==> config.mk <==
export PLATFORM = sky130hd
export DESIGN_NAME = fifo_handoff_mutex
export DESIGN_NICKNAME = d
export VERILOG_FILES = /design/src/hw/rtl/fhm_pkg.sv /design/src/hw/rtl/fifo_handoff_mutex.sv /design/src/hw/rtl/fhm_ctrl.sv /design/src/hw/rtl/fhm_dpath.sv
export SDC_FILE = /design/constraint.sdc
export NUM_CORES = 1
export LEC_CHECK = 0
export BUFFER_PORTS_ARGS = -buffer_cell sky130_fd_sc_hd__buf_2
export CAP_MARGIN = 10
export CORE_AREA = 5 5 110 122
export DETAILED_ROUTE_END_ITERATION = 8
export DIE_AREA = 0 0 115 127
export PLACE_DENSITY = 0.82
export SETUP_SLACK_MARGIN = 0.3
export SLEW_MARGIN = 20
export SYNTH_ARGS = -nofsm -noshare
export SYNTH_HDL_FRONTEND = slang
export SYNTH_SLANG_ARGS = --single-unit
==> constraint.sdc <==
create_clock -name clk_i -period 6.05 [get_ports clk_i]
set_input_delay 1.21 -clock clk_i [delete_from_list [all_inputs] [get_ports clk_i]]
set_output_delay 1.21 -clock clk_i [all_outputs]
set_load 0.01 [all_outputs]
==> src/hw/rtl/fhm_pkg.sv <==
// ----------------------------------------------------------------------------
// fhm_pkg
// Shared types and codes for the mutex with a first-in first-out wait queue.
// ----------------------------------------------------------------------------
package fhm_pkg;

  // Operation codes carried in req_type.
  localparam logic [1:0] REQ_LOCK    = 2'd0;
  localparam logic [1:0] REQ_TRYLOCK = 2'd1;
  localparam logic [1:0] REQ_UNLOCK  = 2'd2;

  // Result status codes.
  localparam logic [2:0] ST_GRANTED  = 3'd0;
  localparam logic [2:0] ST_QUEUED   = 3'd1;
  localparam logic [2:0] ST_BUSY     = 3'd2;
  localparam logic [2:0] ST_FULL     = 3'd3;
  localparam logic [2:0] ST_RELEASED = 3'd4;
  localparam logic [2:0] ST_HANDOFF  = 3'd5;

  // Input transaction payload.
  typedef struct packed {
    logic [1:0] req_type;
    logic [7:0] requester_id;
  } req_t;

  // Output transaction payload.
  typedef struct packed {
    logic [2:0] status;
    logic       wake_valid;
    logic [7:0] wake_thread;
    logic       owner_valid;
    logic [7:0] owner_id;
  } rsp_t;

  // Commands from the controller to the datapath.
  typedef struct packed {
    logic ld_req;
    logic exec;
  } cmd_t;

  // Status from the datapath to the controller.
  typedef struct packed {
    logic out_full;
  } sts_t;

endpackage

==> src/hw/rtl/fifo_handoff_mutex.sv <==
// ----------------------------------------------------------------------------
// fifo_handoff_mutex
// Hardware mutex with a first-in first-out wait queue and direct handoff.
// ----------------------------------------------------------------------------
// Usage:
//   Requests arrive on the in channel (valid/ready) as req_type and
//   requester_id: lock, trylock or unlock. Each request produces exactly one
//   result transaction on the out channel (valid/ready) with the status,
//   an optional wake of the thread handed ownership, and the owner after
//   the request.
//   Result: an accepted request is latched, then executes once the result
//   register is free or drained in that cycle; the result is registered.
//   One request at a time: the block takes a request,
//   then executes it against the owner register and one end of the wait
//   queue; the next request is taken in the cycle after execution.
//   The head of the queue memory is read continuously into a register, so
//   an unlock with waiters does not wait for a memory read.
//   Stalls: the result sits in an output register. A new request may be
//   accepted while it waits; that request executes once the register is
//   taken or drained in the same cycle.
//   Reset: the mutex is free, the queue is empty and no result is pending.
//   Queue memory contents are not cleared; only written entries are read.
// ----------------------------------------------------------------------------
module fifo_handoff_mutex #(
  parameter int MAX_WAITERS    = 16,
  parameter int THREAD_ID_BITS = 8
) (
  input  logic          clk_i,
  input  logic          rst_ni,
  input  logic          in_valid_i,
  output logic          in_ready_o,
  input  fhm_pkg::req_t in_data_i,
  output logic          out_valid_o,
  input  logic          out_ready_i,
  output fhm_pkg::rsp_t out_data_o
);

  fhm_pkg::cmd_t cmd;
  fhm_pkg::sts_t sts;

  // Controller.
  fhm_ctrl u_ctrl (
    .clk_i       (clk_i),
    .rst_ni      (rst_ni),
    .in_valid_i  (in_valid_i),
    .in_ready_o  (in_ready_o),
    .out_ready_i (out_ready_i),
    .sts_i       (sts),
    .cmd_o       (cmd)
  );

  // Datapath.
  fhm_dpath #(
    .MAX_WAITERS    (MAX_WAITERS),
    .THREAD_ID_BITS (THREAD_ID_BITS)
  ) u_dpath (
    .clk_i       (clk_i),
    .rst_ni      (rst_ni),
    .in_data_i   (in_data_i),
    .out_ready_i (out_ready_i),
    .out_valid_o (out_valid_o),
    .out_data_o  (out_data_o),
    .cmd_i       (cmd),
    .sts_o       (sts)
  );

endmodule

==> src/hw/rtl/fhm_ctrl.sv <==
// ----------------------------------------------------------------------------
// fhm_ctrl
// Sequencer: takes one request, then executes it once the result register
// has room.
// ----------------------------------------------------------------------------
module fhm_ctrl (
  input  logic          clk_i,
  input  logic          rst_ni,
  input  logic          in_valid_i,
  output logic          in_ready_o,
  input  logic          out_ready_i,
  input  fhm_pkg::sts_t sts_i,
  output fhm_pkg::cmd_t cmd_o
);

  localparam logic S_IDLE = 1'b0;
  localparam logic S_EXEC = 1'b1;

  logic state_q, state_d;
  logic exec_ok;

  // The result register can take a new result when empty or being drained.
  assign exec_ok = !sts_i.out_full || out_ready_i;

  // Next-state and command decode.
  always_comb begin
    state_d      = state_q;
    in_ready_o   = 1'b0;
    cmd_o.ld_req = 1'b0;
    cmd_o.exec   = 1'b0;
    case (state_q)
      S_IDLE: begin
        in_ready_o = 1'b1;
        if (in_valid_i) begin
          cmd_o.ld_req = 1'b1;
          state_d      = S_EXEC;
        end
      end
      S_EXEC: begin
        if (exec_ok) begin
          cmd_o.exec = 1'b1;
          state_d    = S_IDLE;
        end
      end
      default: state_d = S_IDLE;
    endcase
  end

  // State register.
  always_ff @(posedge clk_i or negedge rst_ni) begin
    if (!rst_ni) begin
      state_q <= S_IDLE;
    end else begin
      state_q <= state_d;
    end
  end

endmodule

==> src/hw/rtl/fhm_dpath.sv <==
// ----------------------------------------------------------------------------
// fhm_dpath
// Owner register, wait queue memory with head and tail pointers, and the
// result register.
// ----------------------------------------------------------------------------
module fhm_dpath #(
  parameter int MAX_WAITERS    = 16,
  parameter int THREAD_ID_BITS = 8
) (
  input  logic          clk_i,
  input  logic          rst_ni,
  input  fhm_pkg::req_t in_data_i,
  input  logic          out_ready_i,
  output logic          out_valid_o,
  output fhm_pkg::rsp_t out_data_o,
  input  fhm_pkg::cmd_t cmd_i,
  output fhm_pkg::sts_t sts_o
);

  localparam int PTR_W = (MAX_WAITERS > 1) ? $clog2(MAX_WAITERS) : 1;
  localparam int CNT_W = $clog2(MAX_WAITERS + 1);
  localparam int TID_W = THREAD_ID_BITS;
  localparam logic [PTR_W-1:0] LAST_SLOT = PTR_W'(MAX_WAITERS - 1);
  localparam logic [CNT_W-1:0] FULL_CNT  = CNT_W'(MAX_WAITERS);

  fhm_pkg::req_t     req_q;
  logic              held_q, held_d;
  logic [TID_W-1:0]  owner_q, owner_d;
  logic [PTR_W-1:0]  head_q, head_d, tail_q, tail_d;
  logic [CNT_W-1:0]  count_q, count_d;
  logic [TID_W-1:0]  mem [MAX_WAITERS];
  logic [TID_W-1:0]  head_data_q;
  logic              push;
  logic [TID_W-1:0]  who;
  logic [15:0]       who_wide;
  logic [15:0]       owner_wide;
  logic [15:0]       wake_wide;
  logic [2:0]        status;
  logic              wake;
  logic              out_valid_q;
  fhm_pkg::rsp_t     out_q;

  // Latch the accepted request.
  always_ff @(posedge clk_i) begin
    if (cmd_i.ld_req) begin
      req_q <= in_data_i;
    end
  end

  assign who_wide = {8'd0, req_q.requester_id};
  assign who      = who_wide[TID_W-1:0];

  // Operation decode and next state.
  always_comb begin
    held_d  = held_q;
    owner_d = owner_q;
    head_d  = head_q;
    tail_d  = tail_q;
    count_d = count_q;
    push    = 1'b0;
    wake    = 1'b0;
    status  = fhm_pkg::ST_BUSY;
    case (req_q.req_type)
      fhm_pkg::REQ_LOCK: begin
        if (!held_q) begin
          held_d  = 1'b1;
          owner_d = who;
          status  = fhm_pkg::ST_GRANTED;
        end else if (count_q >= FULL_CNT) begin
          status = fhm_pkg::ST_FULL;
        end else begin
          push    = 1'b1;
          tail_d  = (tail_q == LAST_SLOT) ? '0 : tail_q + 1'b1;
          count_d = count_q + 1'b1;
          status  = fhm_pkg::ST_QUEUED;
        end
      end
      fhm_pkg::REQ_TRYLOCK: begin
        if (!held_q) begin
          held_d  = 1'b1;
          owner_d = who;
          status  = fhm_pkg::ST_GRANTED;
        end
      end
      fhm_pkg::REQ_UNLOCK: begin
        if (count_q == '0) begin
          held_d  = 1'b0;
          owner_d = '0;
          status  = fhm_pkg::ST_RELEASED;
        end else begin
          head_d  = (head_q == LAST_SLOT) ? '0 : head_q + 1'b1;
          count_d = count_q - 1'b1;
          held_d  = 1'b1;
          owner_d = head_data_q;
          wake    = 1'b1;
          status  = fhm_pkg::ST_HANDOFF;
        end
      end
      default: status = fhm_pkg::ST_BUSY;
    endcase
  end

  // Mutex state registers, updated only when a request executes.
  always_ff @(posedge clk_i or negedge rst_ni) begin
    if (!rst_ni) begin
      held_q  <= 1'b0;
      owner_q <= '0;
      head_q  <= '0;
      tail_q  <= '0;
      count_q <= '0;
    end else if (cmd_i.exec) begin
      held_q  <= held_d;
      owner_q <= owner_d;
      head_q  <= head_d;
      tail_q  <= tail_d;
      count_q <= count_d;
    end
  end

  // Wait queue memory. The head entry is read every cycle, so the
  // registered read data is current by the time a request executes.
  always_ff @(posedge clk_i) begin
    if (cmd_i.exec && push) begin
      mem[tail_q] <= who;
    end
    head_data_q <= mem[head_q];
  end

  assign owner_wide = 16'(owner_d);
  assign wake_wide  = 16'(head_data_q);

  // Result register.
  always_ff @(posedge clk_i or negedge rst_ni) begin
    if (!rst_ni) begin
      out_valid_q <= 1'b0;
    end else if (cmd_i.exec) begin
      out_valid_q <= 1'b1;
    end else if (out_ready_i) begin
      out_valid_q <= 1'b0;
    end
  end

  always_ff @(posedge clk_i) begin
    if (cmd_i.exec) begin
      out_q.status      <= status;
      out_q.wake_valid  <= wake;
      out_q.wake_thread <= wake ? wake_wide[7:0] : 8'd0;
      out_q.owner_valid <= held_d;
      out_q.owner_id    <= held_d ? owner_wide[7:0] : 8'd0;
    end
  end

  assign out_valid_o  = out_valid_q;
  assign out_data_o   = out_q;
  assign sts_o.out_full = out_valid_q;

endmodule

==> results.md, run 1 <==
* P_int at 2.83 mW
* Vias in the first global route at 4240
* Post-Layout Cell Count at 660
* Post-Syn Nets at 477
* Reg2Reg Launch Point: u_dpath.out_valid_o$_DFFE_PN0P_
* Net Sw Frac at 0.311
* Layout area overhead at 11.6%
* Commonest non-fill, non-tap cell in the layout: edfxtp_1
* CP startpoint: out_ready_i
* Worst path cell trace: buf_2 -> nand2b_1 -> nand2_1 -> inv_1 -> o21ai_1 -> nand2_1 -> o21ai_1
* DIE AREA at 14600 µm²
* Yosys warnings at 0
* # diodes at 0
* Seq cells post-synth at 191
* Combinational share of power at 0.246
* Share of cells above drive strength 1 at 0.239
* Worst Path Arrival at 3200 ps
* Slowest stage delay, CP at 800 ps
* Max Root-Sink Buffers at 2
* Critical path class: primary input to flip-flop
* Chip height at 127 µm
* Hold Path Class: flip-flop to flip-flop
* Core ar. at 12000 µm²
* Hold Path Origin: u_dpath.owner_q[4]$_DFFE_PN0P_
* GPL Wtd Cong at 0.876
* Worst Hold Depth at 2
* Commonest cells after routing, fill and taps aside: edfxtp_1, nand2_1, buf_2, a21oi_1, mux2i_1
* Routed via count at 4201
* CTS resizes at 0
* Routed length per placed instance at 24.2 µm
* WP data required at 6350 ps
* GR Util All Layers at 0.229
* Most used routing layer: met2
* Area taken by multi-input logic gates at 1940 µm²
* NetSw at 1.28 mW
* Worst Path Max Fanout at 26
* Clock power share at 0.294
* DP Wirelength at 9.62 mm
* Post-DRT Antenna Nets at 0
* Die Wd at 115 µm
* Seq/Total Area, Yosys at 0.725
* Crit path max-delay cell type: inv_1
* Via density at 6.37
* CTS root buffer: clkbuf_16
* Clock Sinks at 191
* Total Neg Setup Slack at 0 ps
* Drt first pass iters at 4
* Worst reg-to-reg path cell count at 6
* PwrDens at 482 nW/µm²
* TritonCTS clock tree: built
* First-pass GRT wire length at 24.5 mm
* Ports at 37
* Final setup viols at 0
* CTS H-tree lvls at 4
* Worst-Skew Late Latency at 430 ps
* Largest net degree at the start of global routing at 54
* Synthesized cell area at 7640 µm²
* Static leakage at 3.06 nW
* WHS at 497 ps
* Iteration-0 DRC Markers at 315
* VDD IR max at 0.000297 V
* Hold Buf Count CTS at 0
* Clock transition at path regs at 60 ps
* Final hold vios at 0
* Setup Skew at 6.50 ps
* Syn avg cell area at 16.8 µm²
* Rows at 42
* Design Area, Final at 8530 µm²
* RSZ-0062 raised after global routing: no
* Max transition margin at 0.247
* Worst Setup Start Kind: primary input
* Part of the power in registers at 0.460
* Outcome: finished, final reports clean
* Met2 usage at 0.376
* FMAX at 344 MHz
* Distinct cells, synth at 48
* FFs w/ async S/R, synth at 0.126
* Number of synthesized flops with an enable pin at 159
* Placed cell areas at 7890 µm²
* Fin crit period at 2900 ps
* Met1 Use GR at 0.291
* Final Cycle Share at 0.480
* Final Net Count at 514
* Setup crit end kind: flip-flop
* Antenna violations before repair at 0
* IO Port Bufs at 36
* Placed insts at 628
* Reg-to-reg critical path endpoint: u_dpath.owner_q[1]$_DFFE_PN0P_
* Worst Max-Slew Pin Slew at 1130 ps
* Fillers at 722
* R2r setup slk at 3640 ps
* Top_reg_cell synth: edfxtp_1
* Max Slew Vio Count at 0
* # Max-Cap Violations at 0
* Setup WS post-layout at 3150 ps
* M3 GR Usage at 0.0516
* Hold EP: u_dpath.owner_q[4]$_DFFE_PN0P_
* Drt total wl at 16.0 mm
* CTS Buf Count at 17
* Initial Util at 0.638
* Remaining DRCs at 0
* Power, Total at 4.11 mW
* Synth Instances at 456
* Post-Route Utilization at 0.712
* Grt ovf at 0
* Post-CTS Setup Inserts at 0
* Place WS at 2750 ps
* Seq. cell area at 5540 µm²
## how the worst max path moves through the flow
stage          cells after the start                        endpoint  slack [ps]
2_1_floorplan                      5   u_dpath.head_q[0]$_DFFE_PN0P_        3410
3_3_place_gp                       6   u_dpath.head_q[0]$_DFFE_PN0P_        2910
3_5_place_dp                       7  u_dpath.owner_q[1]$_DFFE_PN0P_        2750
4_1_cts                            7  u_dpath.owner_q[1]$_DFFE_PN0P_        3200
5_1_grt                            7  u_dpath.owner_q[7]$_DFFE_PN0P_        2970
6_report                           7  u_dpath.owner_q[1]$_DFFE_PN0P_        3150
## worst max-delay path: cells and delay by family
| kind | cells | cell delay, ps |
|---|---|---|
| AO/OA/AOI/OAI | 2 | 540 |
| AND/OR/NAND/NOR | 3 | 580 |
| buffers and inverters | 2 | 880 |
## sequential cells by signal (all words and copies together) (netlist names)
register / cells
u_ctrl.state_q: 1
u_dpath.count_q: 5
u_dpath.head_data_q: 8
u_dpath.head_q: 4
u_dpath.held_q: 1
u_dpath.mem: 128
u_dpath.out_data_o: 21
u_dpath.out_valid_o: 1
u_dpath.owner_q: 8
u_dpath.req_q: 2
u_dpath.tail_q: 4
u_dpath.who: 8
## final cells by class
class	count	area share
inverters	7	0.00308
flip-flops and latches	191	0.649
clock inverters	14	0.0249
repair buffers	37	0.0220
well taps	154	0.0226
multi-input cells	239	0.228
clock buffers	18	0.0503
## synth_stat cells (4+ instances only)
library cell | number | share of area
mux2_2 | 12 | 0.018
nor2_1 | 9 | 0.0044
mux2i_1 | 24 | 0.031
and3_1 | 4 | 0.0033
a221oi_1 | 8 | 0.0092
nand2_1 | 36 | 0.018
a22oi_1 | 8 | 0.0079
edfxtp_1 | 159 | 0.62
dfrtp_1 | 24 | 0.079
buf_6 | 7 | 0.010
ha_1 | 7 | 0.011
and2_1 | 10 | 0.0082
dfxtp_1 | 8 | 0.021
clkbuf_1 | 5 | 0.0025
o21ai_0 | 22 | 0.014
mux4_2 | 13 | 0.038
xnor2_1 | 4 | 0.0046
o21ai_1 | 9 | 0.0059
a21oi_1 | 25 | 0.016
buf_2 | 4 | 0.0026
and2_2 | 4 | 0.0039
inv_1 | 6 | 0.0029
and2_4 | 8 | 0.0092
## power by group through the flow
stage	Sequential (mW)	Clock (mW)	Combinational (mW)
final	1.89	1.21	1.01
after floorplan	1.84	0	0.759
after detailed placement	1.91	0	0.991
after CTS	1.89	1.21	1.01
after global routing	1.91	1.28	1.10
after global placement	1.89	0	0.965
## logic make-up after synthesis
| logic type | synth area share |
|---|---|
| compound gates | 0.0678 |
| xor+xnor | 0.00803 |
| fa+ha+maj | 0.0115 |
| buf+inv | 0.0213 |
| flops | 0.725 |
| mux | 0.0978 |
| simple gates | 0.0691 |
## layer usage
metal	vias up	part of all wire	wire length (µm)
li1	1832	-	-
met2	202	0.52	8360
met1	2133	0.38	6000
met3	34	0.069	1110
met4	0	0.032	512
met5	-	0	0
(Power assumes the default switching activity.)
==> run 2: changes to the inputs <==
Settings changed: CORE_AREA 5 5 110 122 to 5 5 113 126, DIE_AREA 0 0 115 127 to 0 0 118 131, PLACE_DENSITY 0.82 to 0.78.
Clock period 6.05 ns to 2.7 ns, I/O delays scaled along.
==> run 2 against run 1 <==
Sequential power increased by 120%. First-iteration DRC count is 0.95% higher. Hold slack lost 380 ps. Total power rose by 120%. Sequential cell count did not move. Core utilization decreased by 4.6 points. Global-route usage down 2.2 points. Via count is 2.4% lower. Combinational power increased by 130%. Cell count increased by 2.0%.
==> results.md, run 2 (synthesis gave the netlist of run 1 again) <==
* IO Port Bufs at 36
* Remaining DRCs at 0
* Final Cycle Share at 0.836
* Slowest stage delay, CP at 500 ps
* Ports at 37
* CTS H-tree lvls at 4
* Most used routing layer: met2
* Place WS at 473 ps
* Worst Max-Slew Pin Slew at 1090 ps
* Worst Path Arrival at 2340 ps
* PwrDens at 1060 nW/µm²
* Static leakage at 3.10 nW
* CP startpoint: u_dpath.req_q[9]$_DFFE_PP_
* Via density at 6.09
* Routed via count at 4101
* Drt total wl at 15.4 mm
* DIE AREA at 15500 µm²
* Power, Total at 9.11 mW
* Post-Route Utilization at 0.666
* Setup WS post-layout at 443 ps
* Critical path class: flip-flop to flip-flop
* Max reg flops at 128
* Setup crit end kind: flip-flop
* Grt ovf at 0
* Commonest non-fill, non-tap cell in the layout: edfxtp_1
* # Max-Cap Violations at 0
* Post-DRT Antenna Nets at 0
* R2r setup slk at 440 ps
* Reg-to-reg critical path endpoint: u_dpath.mem[13][2]$_DFFE_PP_
* Seq. cell area at 5540 µm²
* CTS root buffer: clkbuf_16
* M3 GR Usage at 0.0508
* DP Wirelength at 9.96 mm
* WP data required at 2790 ps
* Total Neg Setup Slack at 0 ps
* Iteration-0 DRC Markers at 318
* Worst reg-to-reg path cell count at 4
* FMAX at 443 MHz
* Fin crit period at 2260 ps
* Initial Util at 0.593
* Reg2Reg Launch Point: u_dpath.req_q[9]$_DFFE_PP_
* TritonCTS clock tree: built
* Hold Path Class: primary input to async pin
* GR Util All Layers at 0.207
* Core ar. at 12900 µm²
* Worst Path Max Fanout at 14
* # diodes at 0
* Hold Buf Count CTS at 0
* Rows at 44
* Reg with most FFs: u_dpath.mem
* Chip height at 131 µm
* Area taken by multi-input logic gates at 1940 µm²
* Met1 Use GR at 0.273
* RSZ-0062 raised after global routing: no
* Crit path max-delay cell type: edfxtp_1
* Final hold vios at 0
* Worst-Skew Late Latency at 430 ps
* Post-CTS Setup Inserts at 0
* Clock Sinks at 191
* Final setup viols at 0
* CTS Buf Count at 17
* Worst Setup Start Kind: flip-flop
* Fillers at 865
* CP endpoint: u_dpath.mem[13][2]$_DFFE_PP_
* Routed length per placed instance at 22.8 µm
* Die Wd at 118 µm
* Worst path cell trace: nor4b_4 -> and3_2 -> and3_2 -> and2_1
* VDD IR max at 0.000756 V
* Layout area overhead at 12.3%
* Met2 usage at 0.343
* Max Slew Vio Count at 0
* Commonest cells after routing, fill and taps aside: edfxtp_1, nand2_1, buf_2, a21oi_1, mux2i_1
* Max Root-Sink Buffers at 2
* Outcome: finished, final reports clean
* CTS resizes at 0
* Max transition margin at 0.272
* GPL Wtd Cong at 0.852
* Clock transition at path regs at 70 ps
* Vias in the first global route at 4087
* Final Net Count at 520
* First-pass GRT wire length at 23.7 mm
* Largest net degree at the start of global routing at 54
* Antenna violations before repair at 0
* Share of cells above drive strength 1 at 0.250
* Setup Skew at 14.4 ps
* Most frequent CP cell: and3_2
* Drt first pass iters at 5
[run 2: cell types whose count changed in the layout (fill, tap and decap cells not counted), sizes merged]
cell,before,now
buf,37,43
inv,9,14
clkinv,4,2
clkinvlp,3,1
clkbuf,18,20
bufinv,5,2
[run 2: how the worst min path moves through the flow]
stage,to,slack (ps)
after floorplan,u_ctrl.state_q$_DFF_PN0_,240
after global placement,u_dpath.owner_q[4]$_DFFE_PN0P_,470
after detailed placement,u_dpath.owner_q[1]$_DFFE_PN0P_,480
after CTS,u_dpath.owner_q[3]$_DFFE_PN0P_,140
after global routing,u_dpath.count_q[1]$_DFFE_PN0P_,150
final,u_dpath.owner_q[7]$_DFFE_PN0P_,120
[run 2: power by group]
part | leakage (nW) | switching, mW | internal (mW) | total, mW
registers | 1.81 | 0.376 | 3.76 | 4.13
logic | 0.984 | 1.37 | 0.991 | 2.36
clock network | 0.311 | 1.10 | 1.52 | 2.62
[run 2: worst max-delay path, delay by kind of cell, from the launching register on]
family	cells	cell delay, ps
flip-flops	1	500
AND/OR/NAND/NOR	4	1400
[run 2: stage by stage]
step,hold slack [ps],cell area (µm²),std cells
after floorplan,244,7640,456
after global placement,469,7950,641
after detailed placement,476,7950,641
after CTS,137,8580,673
after global routing,146,8580,673
final,117,8580,673
[run 2: area by class of cell]
cell class              count  share of cell area
well taps                 161              0.0235
inverters                   7             0.00306
clock buffers              20              0.0570
flip-flops and latches    191               0.645
clock inverters            12              0.0163
repair buffers             43              0.0286
multi-input cells         239               0.226
[run 2: layer usage]
metal | wire [µm] | up-vias
met5 | 0 | -
met4 | 228 | 0
met3 | 1110 | 24
met2 | 7870 | 195
met1 | 6170 | 2041
li1 | - | 1841
